<file path="config.mk">
export PLATFORM = sky130hd
export DESIGN_NAME = pse_fifo
export DESIGN_NICKNAME = d
export VERILOG_FILES = /design/src/hdl/pse_pkg.sv /design/src/hdl/pse_fifo.sv
export SDC_FILE = /design/constraint.sdc
export NUM_CORES = 1
export LEC_CHECK = 0
export BUFFER_PORTS_ARGS = -buffer_cell sky130_fd_sc_hd__buf_2
export CAP_MARGIN = 30
export CORE_MARGIN = 4
export CORE_UTILIZATION = 25
export CTS_BUF_LIST = sky130_fd_sc_hd__clkbuf_16
export DETAILED_ROUTE_END_ITERATION = 10
export GPL_TIMING_DRIVEN = 0
export HOLD_SLACK_MARGIN = 0.03
export PLACE_DENSITY = 0.5
export SYNTH_ARGS = -nofsm -noshare
export SYNTH_HDL_FRONTEND = slang
export SYNTH_SLANG_ARGS = --single-unit
</file>
<file path="constraint.sdc">
create_clock -name clk_i -period 7.9 [get_ports clk_i]
set_clock_uncertainty 0.05 [all_clocks]
set_input_delay 0.395 -clock clk_i [delete_from_list [all_inputs] [get_ports clk_i]]
set_output_delay 0.395 -clock clk_i [all_outputs]
set_load 0.02 [all_outputs]
</file>
<file path="src/hdl/pse_pkg.sv">
package pse_pkg;

  localparam int COORD_W         = 24;
  localparam int COORD_FRAC_BITS = 12;
  localparam int CORDIC_N        = 16;
  localparam int PRESHIFT        = 14;
  localparam int HW_W            = 12;
  localparam int VEC_W           = COORD_W + 1;
  localparam int XW              = VEC_W + PRESHIFT + 3;
  localparam int ANG_W           = 32;
  localparam int CROSS_W         = 2 * VEC_W + 1;
  localparam int UP_SH           = (COORD_FRAC_BITS > 12) ? COORD_FRAC_BITS - 12 : 0;
  localparam int DN_SH           = (COORD_FRAC_BITS < 12) ? 12 - COORD_FRAC_BITS : 0;
  localparam int NUM_W           = XW + HW_W + 1 + UP_SH;
  localparam int DVD_W           = NUM_W + 1;
  localparam int DEN_W           = XW + DN_SH;
  localparam int Q_W             = 26;
  localparam int CNT_W           = $clog2(DVD_W);
  localparam int SUM_W           = Q_W + 2;

  localparam logic [HW_W-1:0]  HW_RESET     = 12'd696;
  localparam logic [ANG_W-1:0] HALF_TURN    = 32'h8000_0000;
  localparam logic [ANG_W-1:0] QUARTER_TURN = 32'h4000_0000;
  localparam logic             OP_CLEAR     = 1'b1;

  typedef logic signed [COORD_W-1:0]   coord_t;
  typedef logic signed [VEC_W-1:0]     vec_t;
  typedef logic signed [XW-1:0]        xw_t;
  typedef logic signed [2*VEC_W-1:0]   prod_t;
  typedef logic signed [CROSS_W-1:0]   cross_t;
  typedef logic signed [NUM_W-1:0]     num_t;
  typedef logic [DVD_W-1:0]            dvd_t;
  typedef logic [DEN_W-1:0]            den_t;
  typedef logic [Q_W-1:0]              quo_t;
  typedef logic signed [Q_W:0]         off_t;
  typedef logic signed [SUM_W-1:0]     sum_t;
  typedef logic signed [ANG_W+1:0]     zang_t;

  localparam cross_t CROSS_HALF = cross_t'(1) <<< (2 * COORD_FRAC_BITS - 1);

  typedef struct packed {
    coord_t last_x;
    coord_t last_y;
    vec_t   ax;
    vec_t   ay;
    vec_t   bx;
    vec_t   by;
    logic   degen;
  } job_t;

  typedef enum logic {
    CM_VECTOR,
    CM_ROTATE
  } cmode_e;

  typedef enum logic [3:0] {
    S_IDLE,
    S_CROSS1,
    S_CROSS2,
    S_VEC1,
    S_VEC2,
    S_ROT,
    S_MULX,
    S_DSX,
    S_DIVX,
    S_MULY,
    S_DSY,
    S_DIVY,
    S_DONE
  } back_state_e;

  function automatic logic [ANG_W-1:0] atan_val(input logic [4:0] idx);
    logic [ANG_W-1:0] r;
    unique case (idx)
      5'd0:    r = 32'h2000_0000;
      5'd1:    r = 32'h12E4_051E;
      5'd2:    r = 32'h09FB_385B;
      5'd3:    r = 32'h0511_11D4;
      5'd4:    r = 32'h028B_0D43;
      5'd5:    r = 32'h0145_D7E1;
      5'd6:    r = 32'h00A2_F61E;
      5'd7:    r = 32'h0051_7C55;
      5'd8:    r = 32'h0028_BE53;
      5'd9:    r = 32'h0014_5F2F;
      5'd10:   r = 32'h000A_2F98;
      5'd11:   r = 32'h0005_17CC;
      5'd12:   r = 32'h0002_8BE6;
      5'd13:   r = 32'h0001_45F3;
      5'd14:   r = 32'h0000_A2FA;
      5'd15:   r = 32'h0000_517D;
      5'd16:   r = 32'h0000_28BE;
      5'd17:   r = 32'h0000_145F;
      5'd18:   r = 32'h0000_0A30;
      5'd19:   r = 32'h0000_0518;
      5'd20:   r = 32'h0000_028C;
      5'd21:   r = 32'h0000_0146;
      5'd22:   r = 32'h0000_00A3;
      5'd23:   r = 32'h0000_0051;
      default: r = '0;
    endcase
    return r;
  endfunction

  function automatic coord_t sat_coord(input sum_t v);
    coord_t r;
    if (v > sum_t'(coord_t'({1'b0, {(COORD_W-1){1'b1}}}))) begin
      r = {1'b0, {(COORD_W-1){1'b1}}};
    end else if (v < sum_t'(coord_t'({1'b1, {(COORD_W-1){1'b0}}}))) begin
      r = {1'b1, {(COORD_W-1){1'b0}}};
    end else begin
      r = v[COORD_W-1:0];
    end
    return r;
  endfunction

endpackage

</file>
<file path="src/hdl/pse_fifo.sv">
module pse_fifo (
  input  logic          clk_i,
  input  logic          rst_ni,
  input  logic          push_i,
  input  pse_pkg::job_t job_i,
  output logic          full_o,
  input  logic          pop_i,
  output logic          valid_o,
  output pse_pkg::job_t job_o
);

  pse_pkg::job_t mem_q [2];
  logic          wr_q, rd_q;
  logic [1:0]    cnt_q;

  assign full_o  = (cnt_q == 2'd2);
  assign valid_o = (cnt_q != 2'd0);
  assign job_o   = mem_q[rd_q];

  always_ff @(posedge clk_i) begin
    if (push_i) begin
      mem_q[wr_q] <= job_i;
    end
  end

  always_ff @(posedge clk_i or negedge rst_ni) begin
    if (!rst_ni) begin
      wr_q  <= 1'b0;
      rd_q  <= 1'b0;
      cnt_q <= 2'd0;
    end else begin
      if (push_i) begin
        wr_q <= !wr_q;
      end
      if (pop_i) begin
        rd_q <= !rd_q;
      end
      cnt_q <= cnt_q + {1'b0, push_i} - {1'b0, pop_i};
    end
  end

endmodule

</file>
-- Word level (Yosys, flattened, before mapping)
Memories as Yosys holds them, arrays and structs flattened.
Cells that the tools add are included.
- register bits: 4
- memory bits (writable): 298
- input port bits: 153
- logic and storage cells: 12
- memories kept: 1
- add/subtract/negate cells: 2
- equality and inequality tests: 1
- muxes and demuxes: 2
- reductions and logical operators: 3
- memories (name ; words ; width ; read ports ; clocked after Yosys merged registers in ; write ports ; RTL line ; source):
    mem_q ; 2 ; 149 ; 1 ; 0 ; 1 ; pse_fifo.sv:12 ; pse_pkg::job_t mem_q [2];
- operators with widths (cell ; count):
    2-bit by 1-bit adder with 2-bit output ; 1
    2-bit equality test, second input constant ; 1
    1-bit logical NOT ; 2
    1-bit 2-to-1 mux ; 2
    2-bit nonzero test ; 1
    2-bit by 1-bit subtractor with 2-bit output ; 1

-- Longest topological paths before layout
Gate-level depths: netlist of the first run.
- word-level depth: 2
- mapped depth: 5

-- Worst setup path before layout of the first run
Ideal clock, no wire load.
- kind: register to register
- start point: reg wr_q
- end point: mem mem_q[0][0] in the netlist's numbering, enable pin
- setup time: 0.677 ns
- arrival: 6.981 ns
- path slack: 0.192 ns
- stages on the path, launching flop included: 2
- period minus slack after synthesis: 7.708 ns
- cell sequence: dfrtp_1 nor2b_1
- RTL lines (element ; RTL line ; source):
    start, declared ; pse_fifo.sv:13 ; logic wr_q, rd_q;
    start signal, assigned ; pse_fifo.sv:33 ; wr_q <= !wr_q;
    end, declared ; pse_fifo.sv:12 ;
Straight into the memory's write port.

==> metrics.csv, run 1 <==
metric;value;unit
status;complete, no violations;
hold_path_class;in2async;
final_number_of_hold_violating_endpoints;0;
die_w;221;um
wl;25300;um
drtIter0Drc;171;
coreArea;0.0446;sq mm
fillCellCount;4206;
gp_congestion;0.700;
worst_hold_slack;0.178;ns
synthesis.yosys.warnings;0;
power.density_cell_area;349;mW/mm^2
grt_max_degree;54;
port_buffers;303;
final-max-slew-violation-count;0;
nNetsFinal;1133;
ir_drop;0.187;mV
crit_path_top_delay_cell;sky130_fd_sc_hd__dfrtp_1;
place.detailed.instances;1381;
tightestPinTransition;0.855;ns
antenna_found_initial;0;
floorplan.initialDensity;25.5;%
antenna_violating_nets_post_route;0;
crit_top_cell;sky130_fd_sc_hd__buf_6;
max-slew-margin-rel;43.0;%
numCtsBuffers;35;
crit_path_end_kind;output port;
htree_num_levels;2;
cts-root-to-sink-buffers;3;
worst-endpoint-required;7.46;ns
clkSinkCount;302;
layout-drive-gt1-share;52.4;%
criticalPathCategory;reg2out;
synthesis.instances;479;
die_height;221;um
drt-wirelength-per-cell;15.9;um
yosysSeqAreaShare;79.6;%
total_power;5.73;mW
crit_path_max_incr_delay;0.34;ns
cts_repair_resize_count;0;
unique_masters_post_synth;14;
globalRouteTotalUtil;10.1;%
crit_path_cell_trace;buf_6, buf_8, buf_6, mux2_4, buf_2;
placementRows;77;
synth_nets;634;
synth_seq_cells;302;
period_needed;2.33;ns
max_cap_viol_count;0;
detailedRoute.firstPassIterationCount;4;
insertedDiodeCount;0;
achievable-frequency;0.429;GHz
layoutNonFillerInstCount;1595;
synth_area_per_cell;23.7;sq um
worstSetupStartpointType;flop;
tritoncts;done;
clkLatencyLatePin;0.52;ns
first_global_vias;6786;
wire_length_of_the_first_global_routing_pass;39200;um
rsz0062_at_grt;false;
cp.arrival;1.88;ns
die_area;0.0489;sq mm
worst_setup_hold_path_clk_slew;0.06;ns
finalSetupViolCount;0;
critical_path.max_fanout;10;
area_delta_synth_final;44.3;%
leakagePower;6.47;nW
post_synth_instance_area;0.0114;sq mm
cts-root-buf;sky130_fd_sc_hd__clkbuf_16;
post-route-drc-count;0;
dp.final_hpwl;17000;um
vias_per_cell;3.86;
design.portCount;304;
post-route-period-util;29.5;%
overflow;0;
via_count;6162;
[registers in the layout, indices dropped and copies added, names as in the netlist]
name,count
cnt_q,2
mem_q,298
rd_q,1
wr_q,1
[worst paths after layout]
path	from	to	slack [ns]	cells after the start
max reg2reg	wr_q$_DFFE_PN0P_	mem_q[0][126]$_DFFE_PP_	5.76	4
min in group clk_i	wr_q$_DFFE_PN0P_	wr_q$_DFFE_PN0P_	0.50	1
max	rd_q$_DFFE_PN0P_	job_o[44]	5.57	5
min	rst_ni	wr_q$_DFFE_PN0P_	0.18	2
max in group asynchronous	rst_ni	cnt_q[0]$_DFF_PN0_	7.49	2
min reg2reg	wr_q$_DFFE_PN0P_	wr_q$_DFFE_PN0P_	0.50	1
[report_power, final]
group | switching, mW | internal [mW]
registers | 0.0662 | 2.12
clock network | 0.612 | 0.909
logic | 1.12 | 0.896
total | 1.80 | 3.93
[kinds of logic (layout without fill, tap and decap cells)]
family / Yosys count / count (layout) / share of synthesized area (%)
adder cells (fa/ha/maj): 2 / 2 / 0.220
AND/OR/NAND/NOR: 4 / 4 / 0.220
buffers and inverters: 19 / 543 / 1.51
flip-flops: 302 / 302 / 79.6
multiplexers: 149 / 149 / 18.1
XOR/XNOR: 3 / 3 / 0.363
[cell type report]
class	count	area, sq um	area share (%)
flip-flops and latches	302	9050	55.2
well taps	592	741	4.52
repair buffers	462	3190	19.5
clock buffers	37	926	5.65
plain buffers	17	164	0.999
inverters	2	7.51	0.0458
multi-input cells	158	2150	13.1
clock inverters	25	166	1.01
[worst max-delay path, delay by kind of cell, from the launching register on]
| family | cells | cell delay (ns) |
|---|---|---|
| buf+inv | 4 | 0.70 |
| flops | 1 | 0.34 |
| mux | 1 | 0.31 |
[repair_timing]
| action | in CTS | in global routing |
|---|---|---|
| hold buffers | 152 | 0 |
| endpoints found under the hold margin | 304 | 0 |
| endpoints found under the setup margin | 0 | 0 |
| setup buffers | 0 | 0 |
[placed cells by master (no fill, tap or decap), types with 2 or more instances in the layout]
| cell type | netlist | final |
|---|---|---|
| sky130_fd_sc_hd__buf_2 | 5 | 308 |
| sky130_fd_sc_hd__edfxtp_1 | 298 | 298 |
| sky130_fd_sc_hd__dlygate4sd3_1 | 0 | 152 |
| sky130_fd_sc_hd__mux2_4 | 100 | 100 |
| sky130_fd_sc_hd__mux2_2 | 49 | 49 |
| sky130_fd_sc_hd__clkbuf_16 | 0 | 37 |
| sky130_fd_sc_hd__buf_6 | 11 | 11 |
| sky130_fd_sc_hd__clkinv_1 | 0 | 9 |
| sky130_fd_sc_hd__inv_1 | 2 | 8 |
| sky130_fd_sc_hd__clkinv_2 | 0 | 5 |
| sky130_fd_sc_hd__buf_12 | 0 | 5 |
| sky130_fd_sc_hd__dfrtp_1 | 4 | 4 |
| sky130_fd_sc_hd__xor2_1 | 2 | 2 |
| sky130_fd_sc_hd__ha_1 | 2 | 2 |
| sky130_fd_sc_hd__bufinv_16 | 0 | 2 |
| sky130_fd_sc_hd__buf_16 | 0 | 2 |
[cell usage after synthesis]
library cell,number,share of area (%)
sky130_fd_sc_hd__xor3_1,1,0.21
sky130_fd_sc_hd__inv_1,2,0.066
sky130_fd_sc_hd__edfxtp_1,298,79
sky130_fd_sc_hd__buf_6,11,1.1
sky130_fd_sc_hd__buf_8,1,0.13
sky130_fd_sc_hd__xor2_1,2,0.15
sky130_fd_sc_hd__ha_1,2,0.22
sky130_fd_sc_hd__or2_2,1,0.055
sky130_fd_sc_hd__buf_2,5,0.22
sky130_fd_sc_hd__and2_1,1,0.055
sky130_fd_sc_hd__mux2_4,100,13
sky130_fd_sc_hd__mux2_2,49,4.9
sky130_fd_sc_hd__dfrtp_1,4,0.88
sky130_fd_sc_hd__nor2b_1,2,0.11
[stage by stage]
stage                     util, %  cell area (sq um)  setup slack (ns)  setup TNS, ns
after floorplan                 -              11400             0.192              0
after global placement       30.5              13600             -4.92        -729.42
after detailed placement     30.9              13800              5.56              0
after CTS                    36.8              16400              5.47              0
after global routing         36.8              16400              5.45              0
final                        36.8              16400              5.57              0
[metal layers]
metal / wire length [um] / track usage, %
met4: 676 / 3.38
met5: 0 / 0
met1: 10600 / 12.1
met2: 12300 / 16.8
met3: 1750 / 3.91
No activity file was read; power rests on OpenSTA's default activity.
==> run 2: changes to the inputs <==
--- a/config.mk
+++ b/config.mk
@@ -13,7 +13,7 @@
 export DETAILED_ROUTE_END_ITERATION = 10
 export GPL_TIMING_DRIVEN = 0
 export HOLD_SLACK_MARGIN = 0.03
-export PLACE_DENSITY = 0.5
+export PLACE_DENSITY = 0.49
 export SYNTH_ARGS = -nofsm -noshare
 export SYNTH_HDL_FRONTEND = slang
 export SYNTH_SLANG_ARGS = --single-unit
==> constraint.sdc (replaced) <==
create_clock -name clk_i -period 2.4 [get_ports clk_i]
set_clock_uncertainty 0.05 [all_clocks]
set_input_delay 0.12 -clock clk_i [delete_from_list [all_inputs] [get_ports clk_i]]
set_output_delay 0.12 -clock clk_i [all_outputs]
set_load 0.02 [all_outputs]
==> run 2 against run 1 <==
Routed wire length grew 0.59%. Sequential share of layout area shrank 0.31 points. Hold slack gained 0.077 ns. Clock-buffer cell count grew 2. Largest power group unchanged. Via count grew 0.93%. Highest routed layer is now met5. Cell count grew 0.38%. Global-route usage grew 0.18 points. Combinational power grew to 3.3 times the previous value. Total power grew to 3.3 times the previous value. Clock power grew to 3.4 times the previous value. Flip-flop and latch count is the same. Largest cell class unchanged.
==> metrics.csv, run 2 (synthesized netlist as in run 1, its figures left out) <==
metric;value;unit
die_w;221;um
regMostFlops;mem_q;
leading_cell_type_in_the_layout_fill_and_taps_excluded;sky130_fd_sc_hd__buf_2;
globalRouteTotalUtil;10.3;%
cp.arrival;1.90;ns
most-common-layout-cells;308 x sky130_fd_sc_hd__buf_2, 298 x sky130_fd_sc_hd__edfxtp_1, 153 x sky130_fd_sc_hd__dlygate4sd3_1;
clkSinkCount;302;
cts_repair_resize_count;0;
rsz0062_at_grt;false;
critical_path.max_fanout;10;
cts-root-buf;sky130_fd_sc_hd__clkbuf_16;
design.portCount;304;
overflow;0;
nNetsFinal;1137;
layout-drive-gt1-share;52.2;%
finalSetupViolCount;0;
ff_latch_area;0.00905;sq mm
first_global_vias;6999;
largest_reg_flops;298;
achievable-frequency;0.482;GHz
leakagePower;6.51;nW
tritoncts;done;
hold_path_class;in2reg;
coreArea;0.0446;sq mm
footprint_of_the_multi_input_gates;0.00215;sq mm
period_needed;2.07;ns
fillCellCount;4217;
finalWorstSetupSlack;0.326;ns
cts-root-to-sink-buffers;3;
place_worst_setup_slack;0.519;ns
detailedRoute.firstPassIterationCount;4;
placementRows;77;
wl;25400;um
final-max-slew-violation-count;0;
max_cap_viol_count;0;
gp_congestion;0.654;
antenna_found_initial;3;
post-route-drc-count;0;
port_buffers;303;
die_height;221;um
power.density_cell_area;1160;mW/mm^2
post-route-period-util;86.4;%
numCtsBuffers;37;
die_area;0.0489;sq mm
largestRegisters;mem_q (298), cnt_q (2);
worstSetupStartpointType;flop;
grt_max_degree;58;
antenna_violating_nets_post_route;0;
postLayoutCoreUtil;37.0;%
worst_setup_hold_path_clk_slew;0.06;ns
area_delta_synth_final;45.1;%
status;complete, no violations;
wire_length_of_the_first_global_routing_pass;39600;um
clkLatencyLatePin;0.52;ns
max-slew-margin-rel;54.3;%
floorplan.initialDensity;25.5;%
criticalPathCategory;reg2out;
vias_per_cell;3.88;
dp.final_hpwl;17000;um
drt-wirelength-per-cell;15.9;um
final_number_of_hold_violating_endpoints;0;
drtIter0Drc;213;
via_count;6219;
htree_num_levels;2;
ir_drop;0.801;mV
tightestPinTransition;0.685;ns
worst-endpoint-required;2.23;ns
crit_path_end_kind;output port;
[run 2: cell count changes in the layout (fill, tap and decap cells not counted)]
cell	change
sky130_fd_sc_hd__clkinvlp_4	-1
sky130_fd_sc_hd__dlygate4sd3_1	+1
sky130_fd_sc_hd__inv_1	+1
sky130_fd_sc_hd__clkinv_1	+2
sky130_fd_sc_hd__diode_2	+2
sky130_fd_sc_hd__clkbuf_16	+2
sky130_fd_sc_hd__clkinv_2	-3
sky130_fd_sc_hd__buf_16	+1
sky130_fd_sc_hd__inv_8	+1
[run 2: power by group]
part	leakage [nW]	total (mW)	switching, mW	internal [mW]
Combinational	3.08	6.69	3.72	2.98
Sequential	2.84	7.21	0.215	6.99
Clock	0.586	5.20	2.06	3.13
Total	6.51	19.1	5.99	13.1
[run 2: worst paths after layout]
| check | startpoint | endpoint | slack, ns | cells past startpoint |
|---|---|---|---|---|
| max | rd_q$_DFFE_PN0P_ | job_o[58] | 0.33 | 5 |
| min | job_i[23] | mem_q[0][23]$_DFFE_PP_ | 0.26 | 2 |
| max reg2reg | wr_q$_DFFE_PN0P_ | mem_q[1][121]$_DFFE_PP_ | 0.54 | 2 |
| min reg2reg | wr_q$_DFFE_PN0P_ | wr_q$_DFFE_PN0P_ | 0.49 | 1 |
| max in group asynchronous | rst_ni | rd_q$_DFFE_PN0P_ | 1.69 | 3 |
| min in group asynchronous | rst_ni | cnt_q[1]$_DFF_PN0_ | 0.44 | 3 |
[run 2: metrics by stage]
step                      std cells  power (mW)  instance area, sq um  hold slack (ns)  setup TNS (ns)
final                          1601        19.1                 16500            0.256               0
after global routing           1601        20.1                 16500            0.236               0
after CTS                      1599        19.5                 16500            0.211               0
after detailed placement       1382        14.0                 13800           -0.117               0
after global placement         1374        13.9                 13600           -0.119         -605.20
after floorplan                 479        11.8                 11400           -0.226         -159.32
[run 2: timing repair]
action	CTS	global route
hold buffers	153	0
endpoints found under the hold margin	312	0
buffers inserted	0	0
[run 2: final cells by class]
class	instances	area share, %
Antenna cell	2	0.0303
Buffer	17	0.994
Clock buffer	39	5.92
Clock inverter	25	1.01
Inverter	2	0.0455
Multi-Input combinational cell	158	13.1
Sequential cell	302	54.9
Tap cell	592	4.49
Timing Repair Buffer	464	19.6
[run 2: metal layers]
metal	up-vias	routed length [um]	global-route usage [%]	share of wire, %
met5	-	15	0	0.059
met4	2	698	4.05	2.7
met3	46	2170	4.06	8.5
met2	204	12400	17.4	49
met1	3038	10200	11.8	40
li1	2929	-	-	-
[run 2: worst max-delay path, cell delays in order, from the launching register on]
cell                      delay [ns]
sky130_fd_sc_hd__dfrtp_1        0.33
sky130_fd_sc_hd__buf_6          0.13
sky130_fd_sc_hd__buf_8          0.19
sky130_fd_sc_hd__buf_6          0.23
sky130_fd_sc_hd__mux2_4         0.32
sky130_fd_sc_hd__buf_2          0.17
