$ cat config.mk
export PLATFORM = sky130hd
export DESIGN_NAME = pse_front_flat
export DESIGN_NICKNAME = d
export VERILOG_FILES = /design/src/hdl/pse_pkg.sv /design/src/hdl/pse_if.sv /design/src/hdl/pse_front.sv /design/src/flat_wrapper.sv
export SDC_FILE = /design/constraint.sdc
export NUM_CORES = 1
export LEC_CHECK = 0
export BUFFER_PORTS_ARGS = -buffer_cell sky130_fd_sc_hd__buf_2
export CELL_PAD_IN_SITES_DETAIL_PLACEMENT = 1
export CELL_PAD_IN_SITES_GLOBAL_PLACEMENT = 2
export CORE_ASPECT_RATIO = 0.6
export CORE_MARGIN = 2
export CORE_UTILIZATION = 33
export CTS_BUF_LIST = sky130_fd_sc_hd__clkbuf_4
export DETAILED_ROUTE_END_ITERATION = 10
export PLACE_DENSITY = 0.84
export SYNTH_ARGS = -nofsm -noshare
export SYNTH_HDL_FRONTEND = slang
export SYNTH_SLANG_ARGS = --single-unit
export TNS_END_PERCENT = 100
$ cat constraint.sdc
create_clock -name clk_i -period 4.75 [get_ports clk_i]
set_input_delay 0 -clock clk_i [delete_from_list [all_inputs] [get_ports clk_i]]
set_output_delay 0 -clock clk_i [all_outputs]
set_load 0.1 [all_outputs]
$ cat src/hdl/pse_pkg.sv
package pse_pkg;

  localparam int COORD_W         = 24;
  localparam int COORD_FRAC_BITS = 12;
  localparam int CORDIC_N        = 16;
  localparam int PRESHIFT        = 14;
  localparam int HW_W            = 12;
  localparam int VEC_W           = COORD_W + 1;
  localparam int XW              = VEC_W + PRESHIFT + 3;
  localparam int ANG_W           = 32;
  localparam int CROSS_W         = 2 * VEC_W + 1;
  localparam int UP_SH           = (COORD_FRAC_BITS > 12) ? COORD_FRAC_BITS - 12 : 0;
  localparam int DN_SH           = (COORD_FRAC_BITS < 12) ? 12 - COORD_FRAC_BITS : 0;
  localparam int NUM_W           = XW + HW_W + 1 + UP_SH;
  localparam int DVD_W           = NUM_W + 1;
  localparam int DEN_W           = XW + DN_SH;
  localparam int Q_W             = 26;
  localparam int CNT_W           = $clog2(DVD_W);
  localparam int SUM_W           = Q_W + 2;

  localparam logic [HW_W-1:0]  HW_RESET     = 12'd696;
  localparam logic [ANG_W-1:0] HALF_TURN    = 32'h8000_0000;
  localparam logic [ANG_W-1:0] QUARTER_TURN = 32'h4000_0000;
  localparam logic             OP_CLEAR     = 1'b1;

  typedef logic signed [COORD_W-1:0]   coord_t;
  typedef logic signed [VEC_W-1:0]     vec_t;
  typedef logic signed [XW-1:0]        xw_t;
  typedef logic signed [2*VEC_W-1:0]   prod_t;
  typedef logic signed [CROSS_W-1:0]   cross_t;
  typedef logic signed [NUM_W-1:0]     num_t;
  typedef logic [DVD_W-1:0]            dvd_t;
  typedef logic [DEN_W-1:0]            den_t;
  typedef logic [Q_W-1:0]              quo_t;
  typedef logic signed [Q_W:0]         off_t;
  typedef logic signed [SUM_W-1:0]     sum_t;
  typedef logic signed [ANG_W+1:0]     zang_t;

  localparam cross_t CROSS_HALF = cross_t'(1) <<< (2 * COORD_FRAC_BITS - 1);

  typedef struct packed {
    coord_t last_x;
    coord_t last_y;
    vec_t   ax;
    vec_t   ay;
    vec_t   bx;
    vec_t   by;
    logic   degen;
  } job_t;

  typedef enum logic {
    CM_VECTOR,
    CM_ROTATE
  } cmode_e;

  typedef enum logic [3:0] {
    S_IDLE,
    S_CROSS1,
    S_CROSS2,
    S_VEC1,
    S_VEC2,
    S_ROT,
    S_MULX,
    S_DSX,
    S_DIVX,
    S_MULY,
    S_DSY,
    S_DIVY,
    S_DONE
  } back_state_e;

  function automatic logic [ANG_W-1:0] atan_val(input logic [4:0] idx);
    logic [ANG_W-1:0] r;
    unique case (idx)
      5'd0:    r = 32'h2000_0000;
      5'd1:    r = 32'h12E4_051E;
      5'd2:    r = 32'h09FB_385B;
      5'd3:    r = 32'h0511_11D4;
      5'd4:    r = 32'h028B_0D43;
      5'd5:    r = 32'h0145_D7E1;
      5'd6:    r = 32'h00A2_F61E;
      5'd7:    r = 32'h0051_7C55;
      5'd8:    r = 32'h0028_BE53;
      5'd9:    r = 32'h0014_5F2F;
      5'd10:   r = 32'h000A_2F98;
      5'd11:   r = 32'h0005_17CC;
      5'd12:   r = 32'h0002_8BE6;
      5'd13:   r = 32'h0001_45F3;
      5'd14:   r = 32'h0000_A2FA;
      5'd15:   r = 32'h0000_517D;
      5'd16:   r = 32'h0000_28BE;
      5'd17:   r = 32'h0000_145F;
      5'd18:   r = 32'h0000_0A30;
      5'd19:   r = 32'h0000_0518;
      5'd20:   r = 32'h0000_028C;
      5'd21:   r = 32'h0000_0146;
      5'd22:   r = 32'h0000_00A3;
      5'd23:   r = 32'h0000_0051;
      default: r = '0;
    endcase
    return r;
  endfunction

  function automatic coord_t sat_coord(input sum_t v);
    coord_t r;
    if (v > sum_t'(coord_t'({1'b0, {(COORD_W-1){1'b1}}}))) begin
      r = {1'b0, {(COORD_W-1){1'b1}}};
    end else if (v < sum_t'(coord_t'({1'b1, {(COORD_W-1){1'b0}}}))) begin
      r = {1'b1, {(COORD_W-1){1'b0}}};
    end else begin
      r = v[COORD_W-1:0];
    end
    return r;
  endfunction

endpackage

$ cat src/hdl/pse_if.sv
interface pse_pt_if;
  logic                   valid;
  logic                   ready;
  logic                   operation;
  logic signed [23:0]     point_x;
  logic signed [23:0]     point_y;

  modport source (output valid, operation, point_x, point_y, input ready);
  modport sink   (input valid, operation, point_x, point_y, output ready);
endinterface


$ cat src/hdl/pse_front.sv
module pse_front (
  input  logic          clk_i,
  input  logic          rst_ni,
  pse_pt_if.sink        pt_i,
  input  logic          full_i,
  output logic          push_o,
  output pse_pkg::job_t job_o
);

  logic [1:0]      count_q, count_d;
  pse_pkg::coord_t last_x_q, last_y_q, bl_x_q, bl_y_q;
  logic            accept;

  assign pt_i.ready = !full_i;
  assign accept     = pt_i.valid && !full_i;

  // history differences
  always_comb begin
    job_o.last_x = last_x_q;
    job_o.last_y = last_y_q;
    job_o.ax     = pse_pkg::vec_t'(bl_x_q) - pse_pkg::vec_t'(last_x_q);
    job_o.ay     = pse_pkg::vec_t'(bl_y_q) - pse_pkg::vec_t'(last_y_q);
    job_o.bx     = pse_pkg::vec_t'(pt_i.point_x) - pse_pkg::vec_t'(last_x_q);
    job_o.by     = pse_pkg::vec_t'(pt_i.point_y) - pse_pkg::vec_t'(last_y_q);
    job_o.degen  = ((job_o.ax == '0) && (job_o.ay == '0)) ||
                   ((job_o.bx == '0) && (job_o.by == '0));
  end

  assign push_o = accept && (pt_i.operation != pse_pkg::OP_CLEAR) && (count_q == 2'd2);

  always_comb begin
    count_d = count_q;
    if (accept) begin
      if (pt_i.operation == pse_pkg::OP_CLEAR) begin
        count_d = 2'd0;
      end else if (count_q != 2'd2) begin
        count_d = count_q + 2'd1;
      end
    end
  end

  always_ff @(posedge clk_i or negedge rst_ni) begin
    if (!rst_ni) begin
      count_q  <= 2'd0;
      last_x_q <= '0;
      last_y_q <= '0;
      bl_x_q   <= '0;
      bl_y_q   <= '0;
    end else begin
      count_q <= count_d;
      if (accept && (pt_i.operation != pse_pkg::OP_CLEAR)) begin
        last_x_q <= pt_i.point_x;
        last_y_q <= pt_i.point_y;
        if (count_q != 2'd0) begin
          bl_x_q <= last_x_q;
          bl_y_q <= last_y_q;
        end
      end
    end
  end

endmodule

$ cat src/flat_wrapper.sv
// flat-port wrapper written by rule: the top's interface ports become plain ports
module pse_front_flat 
  (clk_i, rst_ni, full_i, push_o, job_o, pt_i_valid, pt_i_operation, pt_i_point_x, pt_i_point_y, pt_i_ready);
  pse_pt_if pt_i_i ();
  input  logic clk_i;
  input  logic rst_ni;
  input  logic full_i;
  output logic push_o;
  output pse_pkg::job_t job_o;
  input wire logic [$bits(pt_i_i.valid)-1:0] pt_i_valid;
  input wire logic [$bits(pt_i_i.operation)-1:0] pt_i_operation;
  input wire logic [$bits(pt_i_i.point_x)-1:0] pt_i_point_x;
  input wire logic [$bits(pt_i_i.point_y)-1:0] pt_i_point_y;
  output wire logic [$bits(pt_i_i.ready)-1:0] pt_i_ready;
  assign pt_i_i.valid = pt_i_valid;
  assign pt_i_i.operation = pt_i_operation;
  assign pt_i_i.point_x = pt_i_point_x;
  assign pt_i_i.point_y = pt_i_point_y;
  assign pt_i_ready = pt_i_i.ready;
  pse_front u_core (.clk_i(clk_i), .rst_ni(rst_ni), .pt_i(pt_i_i), .full_i(full_i), .push_o(push_o), .job_o(job_o));
endmodule
* After elaboration in Yosys (flattened, before gate mapping) *
Index checks and enable logic that the tools add are counted.
W data, S select, Z words.

word-level totals
  bits in registers = 98
  bits in latches = 0
  memory bits (writable) = 0
  memory bits (read-only) = 0
  logic and storage cells = 30
  memories = 0

operators by class
  add/sub/neg operators = 5
  multipliers = 0
  div/mod/pow operators = 0
  order comparisons = 0
  equality and inequality tests = 2
  shift operators = 0
  multiplexer cells = 2
  bitwise operators = 1
  reduce and logical (&&, ||, !) cells = 15

operators by type and width
  kind                   count
  $logic_not A25 Y1      4
  $sub A24 B24 Y25       4
  $logic_and A1 B1 Y1    5
  $mux W2                2
  $reduce_and A2 Y1      2
  $reduce_bool A2 Y1     2
  $add A2 B1 Y2 const B  1
  $eq A2 B2 Y1 const B   1
  $ne A2 B2 Y1 const B   1
  $logic_not A1 Y1       1
  $logic_or A1 B1 Y1     1
  $not A1 Y1             1

* Logic depth before layout (Yosys ltp) *
Gate-level depths: netlist of the first run.

  word-level depth = 4
  mapped depth = 13
  depth with buffers taken out = 13

* Worst setup path before layout of the first run *
No wires, ideal clock.

  path type = reg-to-output
  start = reg u_core.last_x_q[5]
  end = out job_o[0] in the netlist's numbering
  arrival = 7036 ps
  required time = 4750 ps
  setup slack = -2286 ps
  stages on the path, launching flop included = 13
  buffers on the path = 0
  path through = dfrtp_1 inv_1 ha_1 a21o_1 a211oi_2 a211oi_2 o21ai_0 a21boi_0 o311ai_0 a2111oi_0 nor4b_1 o2111ai_1 o41ai_2

RTL lines
  item                    line               source
  start, declared         pse_front.sv:11    pse_pkg::coord_t last_x_q, last_y_q, bl_x_q, bl_y_q;
  start signal, assigned  pse_front.sv:52    last_x_q <= pt_i.point_x;
  end, declared           flat_wrapper.sv:9  output pse_pkg::job_t job_o;

==> results of run 1 <==
layer usage:
metal / vias to the layer above / global-route usage [%]
li1: 4612 / -
met1: 4782 / 37.3
met2: 308 / 37.5
met3: 32 / 7.25
met4: 0 / 5.97
met5: - / 0
worst max-delay path by stage:
| stage | from | end | slack (ns) |
|---|---|---|---|
| floorplan | u_core.last_x_q[0]$_DFFE_PN0P_ | job_o[0] | -0.65 |
| detailed placement | u_core.last_x_q[0]$_DFFE_PN0P_ | job_o[0] | 0.47 |
| finish | u_core.last_y_q[0]$_DFFE_PN0P_ | job_o[0] | 0.07 |
| CTS | u_core.last_x_q[0]$_DFFE_PN0P_ | job_o[0] | 0.001 |
| global route | u_core.last_x_q[0]$_DFFE_PN0P_ | job_o[0] | -0.11 |
| global placement | u_core.last_x_q[0]$_DFFE_PN0P_ | job_o[0] | 0.42 |
placed cells by master (no fill, tap or decap), types with 6 or more instances in the layout:
cell type      synthesis  final
nor2_1                61     60
nand2_1              109    109
a21oi_1               79     77
ha_1                  98     97
dlygate4sd3_1          0     55
nand2b_1              19     19
o21ai_0              108    106
o21ai_1                5      6
nand4_1               13     13
and2_1                19     19
nand3_1               11     11
mux2_2                44     44
nor4_2                 2      6
xnor2_2                0      8
inv_1                 93     93
or3_1                 16     16
o21a_1                14     14
a31oi_1               11     11
nor2b_1               12     11
a21oi_2                6      8
buf_2                  4    201
nor3_1                21     21
o211ai_1               9      9
a21o_1                32     32
clkbuf_4               0     11
or4_1                 12     12
dfrtp_2                0     36
nor4_1                11      7
dfrtp_1               98     61
o31ai_1                8      7
xnor2_1               41     33
xor2_1                20     18
o21bai_1               6      6
a211oi_1               8      7
critical path, stage by stage, from the launching register on:
cell,delay (ns)
dfrtp_2,0.47
ha_1,0.22
fa_1,0.43
nand2b_1,0.21
a21oi_2,0.21
o21ai_0,0.23
o211ai_1,0.37
buf_4,0.18
a21bo_2,0.17
a31oi_1,0.13
xnor2_2,0.16
o21bai_1,0.15
or4_1,0.46
o41ai_4,0.45
buf_12,0.23
state kept, by name (all words and copies together) (netlist names):
register / count
u_core.bl_x_q: 24
u_core.bl_y_q: 24
u_core.count_q: 2
u_core.last_x_q: 24
u_core.last_y_q: 24
kinds of logic after synthesis:
kind of cell               synth area share [%]
AOI/OAI and AO/OA                          25.1
and+or+nand+nor                            18.5
buffers and inverters                      4.93
adders and majority gates                  13.9
DFF                                        26.1
xor gates and xnor gates                   5.69
muxes                                      5.73
metrics by stage:
stage | instance area (um2) | hold slack (ns)
after global routing | 11800 | 0.137
after CTS | 11800 | 0.129
final | 11800 | 0.144
after global placement | 11000 | 0.0691
after floorplan | 9590 | -0.296
after detailed placement | 11000 | 0.0796
synth_stat cells, types with 13 or more instances:
library cell | n | area [um2]
a21o_1 | 32 | 240
inv_1 | 93 | 349
nand2_1 | 109 | 409
and2_1 | 19 | 119
nand4_1 | 13 | 81.3
xnor2_1 | 41 | 359
or3_1 | 16 | 100
nor3_1 | 21 | 105
clkbuf_1 | 22 | 82.6
ha_1 | 98 | 1230
nor2_1 | 61 | 229
mux2_2 | 44 | 495
dfrtp_1 | 98 | 2450
o21a_1 | 14 | 105
a21oi_1 | 79 | 395
nand2b_1 | 19 | 119
xor2_1 | 20 | 175
o21ai_0 | 108 | 541
layout make-up:
class | instances | area (um2)
clock buffer | 11 | 82.6
antenna | 2 | 5.00
sequential | 98 | 2500
inverter | 93 | 349
tap | 367 | 459
fill | 3365 | 15900
timing repair buffer | 263 | 1630
multi-input combinational | 907 | 6760
clock inverter | 5 | 46.3
repair_timing:
action / CTS / global route
hold buffers: 56 / 0
endpoints found under the setup margin: 1 / 1
gates resized for setup: 15 / 11
setup buffers: 1 / 0
endpoints found under the hold margin: 97 / 0
pin swaps: 4 / 1
==> metrics.md, run 1 <==
| Metric | Value |
|---|---|
| First-pass GRT wire length | between 50 and 60 mm |
| Root buffer cell | clkbuf_4 |
| Routability Congestion | ~0.91 |
| Drt first pass iters | 9 |
| Final setup viols | 0 |
| FF-to-FF Start | u_core.count_q[0]$_DFFE_PN0P_ |
| Area Overhead vs Synth | 26.2% |
| Failing checks | DRC |
| # rows | 47 |
| R2R Path End | u_core.bl_x_q[11]$_DFFE_PN0P_ |
| Worst Path Max Fanout | 5 |
| Ys async rst share | 100% |
| Number of global-route vias before repair | just under 10000 |
| Initial Util | 33.8% |
| Register area share after synthesis | a little over a quarter |
| Period utilization | 98.6% |
| Top Metal Used | met4 |
| Mean Syn Cell Area | 8.34 um2 |
| Cells on Worst Hold Path | 4 |
| R2R setup slack | about 2.2 ns |
| Drt total wl | 37.9 mm |
| Unrepaired setup endpoints after global routing | true |
| DP HPWL | slightly above 30 mm |
| Worst Path Required | 4.75 ns |
| Fin nets | ~1500 |
| Slew @ Worst Pin | ~1.1 ns |
| End of the worst hold path | u_core.last_y_q[12]$_DFFE_PN0P_ |
| Total CTS buffers | 9 |
| Number of top-level pins | between 200 and 250 |
| Max Clk Rate | between 200 and 250 MHz |
| WL met1 | roughly 19 mm |
| Critical path endpoint category | output pin |
| Initial antenna violation count | 1 |
| Dpl cells | 1671 |
| Post-synth EDFFs | 0 |
| DRT iter0 DRCs | a little under 800 |
| Final hold viol count | 0 |
| CTS clk-pin slew, worst paths | 0.18 ns |
| Post-synth net total | approximately 1300 |
| Synth cell types | 83 |
| Skew final | roughly 0.019 ns |
| Final ANT Viol Nets | 0 |
| Grt total ovfl | 0 |
| TritonCTS clock tree | built |
| Clk sinks | slightly below 100 |
| Port buffer count | 203 |
| Max Cap Violations | 0 |
| Status | complete, but fails checks |
| Cells after Synth | ~1100 |
| Place WS | 0.474 ns |
| Largest net degree at the start of global routing | 94 |
| Vias | between 9000 and 10000 |
| Top_reg_cell synth | dfrtp_1 |
| Relative slew slack | around 28% |
| Yosys reg bits | 98 |
| Post-DR vias/cell | between 5 and 6 |
| HP Class | primary input to flip-flop |
| Die width | 222 um |
| Insertion delay to the later sink of the worst-skew pair | between 0.5 and 0.6 ns |
| Cell area after synthesis | approximately 9400 um2 |
| Sum of negative setup slack | 0 ns |
| Clock buffer depth | 2 |
| Drt drc | 13 |
| Core area | 27800 um2 |
| Die Ht | ~130 um |
| Reg2Reg Depth | 5 |
| Share of cells above drive strength 1 | 27.1% |
| Final design utilization | roughly 43% |
| Routed wl met3 | ~2.8 mm |
| Critical path class | flip-flop to output pin |
| Slew Viols, Final | 0 |
| Period minus WS final | about 4.7 ns |
| Arr. time, crit path | between 4 and 5 ns |
| Total GRT Usage | 25.7% |
| HP Start | pt_i_point_y[12] |
| Finished Layout Cells | around 1700 |
| H-tree Lvls | 3 |
| Met2 wire length | 15.3 mm |
| Worst setup SP type | flip-flop |
| Ys Warns | 0 |
| Final worst setup slack | between 0.06 and 0.07 ns |
| Die ar. | 29800 um2 |
| DR WL/cell | about 22 um |
Power of run 1 is left out: the tool's default activity adds up to more than one toggle a clock period on the data nets, which glitch-free logic cannot reach.
==> inputs of run 2 (changes only) <==
Settings changed: CELL_PAD_IN_SITES_DETAIL_PLACEMENT 1 to not set, CELL_PAD_IN_SITES_GLOBAL_PLACEMENT 2 to not set, CORE_UTILIZATION 33 to 35, GPL_TIMING_DRIVEN set to 0, PLACE_DENSITY 0.84 to not set.
==> metrics.md, run 2 (synthesized netlist as in run 1, its figures left out) <==
| Metric | Value |
|---|---|
| Status | finished, final reports clean (was complete, but fails checks) |
| Max Cap Violations | 0 (unchanged) |
| CTS clk-pin slew, worst paths | 0.16 ns (was 0.18 ns) |
| Port buffer count | 203 (unchanged) |
| TritonCTS clock tree | built (unchanged) |
| Crit. Startpoint | u_core.last_x_q[0]$_DFFE_PN0P_ (was u_core.last_y_q[0]$_DFFE_PN0P_) |
| Final hold viol count | 0 (unchanged) |
| HP Class | primary input to asynchronous set/reset pin (was primary input to flip-flop) |
| Arr. time, crit path | 4.68 ns (about the same) |
| Commonest non-fill, non-tap cell in the layout | buf_2 (unchanged) |
| Number of top-level pins | 204 (unchanged) |
| Clk sinks | 98 (unchanged) |
| Area Overhead vs Synth | 28.7% (was 26.2%) |
| Clock buffer depth | 2 (unchanged) |
| Skew final | 0.00695 ns (was 0.0194 ns) |
| Crit path depth | 13 (was 14) |
| Unrepaired setup endpoints after global routing | true (unchanged) |
| Largest net degree at the start of global routing | 52 (was 94) |
| Period utilization | 98.6% (about the same) |
| Max Clk Rate | 213 MHz (was 214 MHz) |
| Final design utilization | 45.8% (was 42.7%) |
| Period minus WS final | 4.68 ns (about the same) |
| Worst Path Required | 4.75 ns (about the same) |
| R2R setup slack | 2.25 ns (was 2.16 ns) |
| Final ANT Viol Nets | 0 (unchanged) |
| Commonest non-fill, non-tap cells in the layout | buf_2 (205), nand2_1 (109), o21ai_0 (104), ha_1 (96), inv_1 (93) (was buf_2 (201), nand2_1 (109), o21ai_0 (106), ha_1 (97), inv_1 (93)) |
| Vias | 9878 (was 9734) |
| Initial Util | 35.6% (was 33.8%) |
| DRT iter0 DRCs | 878 (was 779) |
| Total CTS buffers | 9 (unchanged) |
| R2R Path End | u_core.bl_x_q[5]$_DFFE_PN0P_ (was u_core.bl_x_q[11]$_DFFE_PN0P_) |
| Grt total ovfl | 0 (unchanged) |
| Relative slew slack | 40.2% (was 28.4%) |
| Drt first pass iters | 5 (was 9) |
| Final setup viols | 0 (unchanged) |
| FF-to-FF Start | u_core.count_q[0]$_DFFE_PN0P_ (unchanged) |
| Crit path max-delay cell type | dfrtp_4 (was dfrtp_2) |
| Root buffer cell | clkbuf_4 (unchanged) |
| Die Ht | 131 um (was 135 um) |
| Critical path endpoint category | output pin (unchanged) |
| # rows | 46 (was 47) |
| Multi-input gate area | 6810 um2 (was 6760 um2) |
| Drt drc | 0 (was 13) |
| Max stage delay on crit path | 0.54 ns (was 0.47 ns) |
| DR WL/cell | 20.2 um (was 21.7 um) |
| Worst setup SP type | flip-flop (unchanged) |
| H-tree Lvls | 3 (unchanged) |
| First-pass GRT wire length | 53.9 mm (was 58.8 mm) |
| Total GRT Usage | 25.3% (was 25.7%) |
| Slew Viols, Final | 0 (unchanged) |
| Slew @ Worst Pin | 0.897 ns (was 1.07 ns) |
| Number of global-route vias before repair | 9016 (was 9859) |
| Routability Congestion | 0.910 (was 0.907) |
| Share of cells above drive strength 1 | 27.8% (was 27.1%) |
| Post-DR vias/cell | 5.58 (about the same) |
| Top delay family on crit path | simple AND/OR/NAND/NOR gates (was compound AO/OA/AOI/OAI gates) |
| Reg2Reg Depth | 5 (unchanged) |
| DP HPWL | 29.4 mm (was 30.8 mm) |
| Crit-path cells | ha_4 -> fa_2 -> nor2b_4 -> o2111ai_4 -> a2111oi_4 -> and3b_2 -> o41ai_4 -> xor2_4 -> or4_4 -> nor4_2 -> nand4b_1 -> o41ai_4 -> buf_6 (was ha_1 -> fa_1 -> nand2b_1 -> a21oi_2 -> o21ai_0 -> o211ai_1 -> buf_4 -> a21bo_2 -> a31oi_1 -> xnor2_2 -> o21bai_1 -> or4_1 -> o41ai_4 -> buf_12) |
| Most common cell on crit path | o41ai_4 |
| Die width | 215 um (was 222 um) |
| Die ar. | 28200 um2 (was 29800 um2) |
| Initial antenna violation count | 3 (was 1) |
| Register area | 2500 um2 (unchanged) |
| Fin nets | 1558 (was 1527) |
| Insertion delay to the later sink of the worst-skew pair | 0.56 ns (was 0.59 ns) |
| Worst Path Max Fanout | 4 (was 5) |
| Critical path class | flip-flop to output pin (unchanged) |
| Layout fillers | 2694 (was 3365) |
| Core area | 26400 um2 (was 27800 um2) |
| Buf/Inv on CP | 1 (was 2) |
| Crit path to | job_o[0] (unchanged) |
| Drt total wl | 35.7 mm (was 37.9 mm) |
## run 2: through the flow
step	TNS, ns	hold WS (ns)	setup WS, ns	instances	instance area [um2]
after floorplan	-0.649	-0.296	-0.649	1125	9590
after global placement	-0.197	0.225	-0.197	1688	11100
after detailed placement	-0.189	0.0904	-0.189	1689	11100
after CTS	0	0.00171	0.0114	1764	12000
after global routing	-0.0951	0.0466	-0.0951	1768	12100
final	0	0.00509	0.0656	1771	12100
## run 2: what timing repair did
item	in CTS	in global routing
setup buffers	5	4
hold endpoints to repair	148	0
hold buffers	54	0
gates resized for setup	20	19
pin swaps	13	13
endpoints found under the setup margin	1	1
## run 2: how the worst min path moves through the flow
stage,from,endpoint,depth (start not counted)
floorplan,rst_ni,u_core.bl_x_q[0]$_DFFE_PN0P_,0
global placement,pt_i_point_y[15],u_core.last_y_q[15]$_DFFE_PN0P_,3
detailed placement,rst_ni,u_core.last_y_q[3]$_DFFE_PN0P_,1
CTS,rst_ni,u_core.last_y_q[3]$_DFFE_PN0P_,2
global route,rst_ni,u_core.last_y_q[3]$_DFFE_PN0P_,2
finish,rst_ni,u_core.last_y_q[3]$_DFFE_PN0P_,2
## run 2: area by class of cell
| cell class | instances | area share [%] |
|---|---|---|
| Buffer | 27 | 0.943 |
| Clock inverter | 7 | 0.974 |
| Clock buffer | 9 | 0.559 |
| Inverter | 93 | 2.89 |
| Multi-Input combinational cell | 907 | 56.4 |
| Sequential cell | 98 | 20.7 |
| Tap cell | 360 | 3.73 |
| Antenna cell | 3 | 0.0622 |
| Timing Repair Buffer | 267 | 13.7 |
## run 2: layer usage
metal,global-route usage [%],wire length [um],up-vias
li1,-,-,4676
met1,39.4,18200,4718
met2,32.8,13200,444
met3,7.69,3700,38
met4,5.80,592,2
met5,0,13,-
Power of run 2 is left out for the same reason.
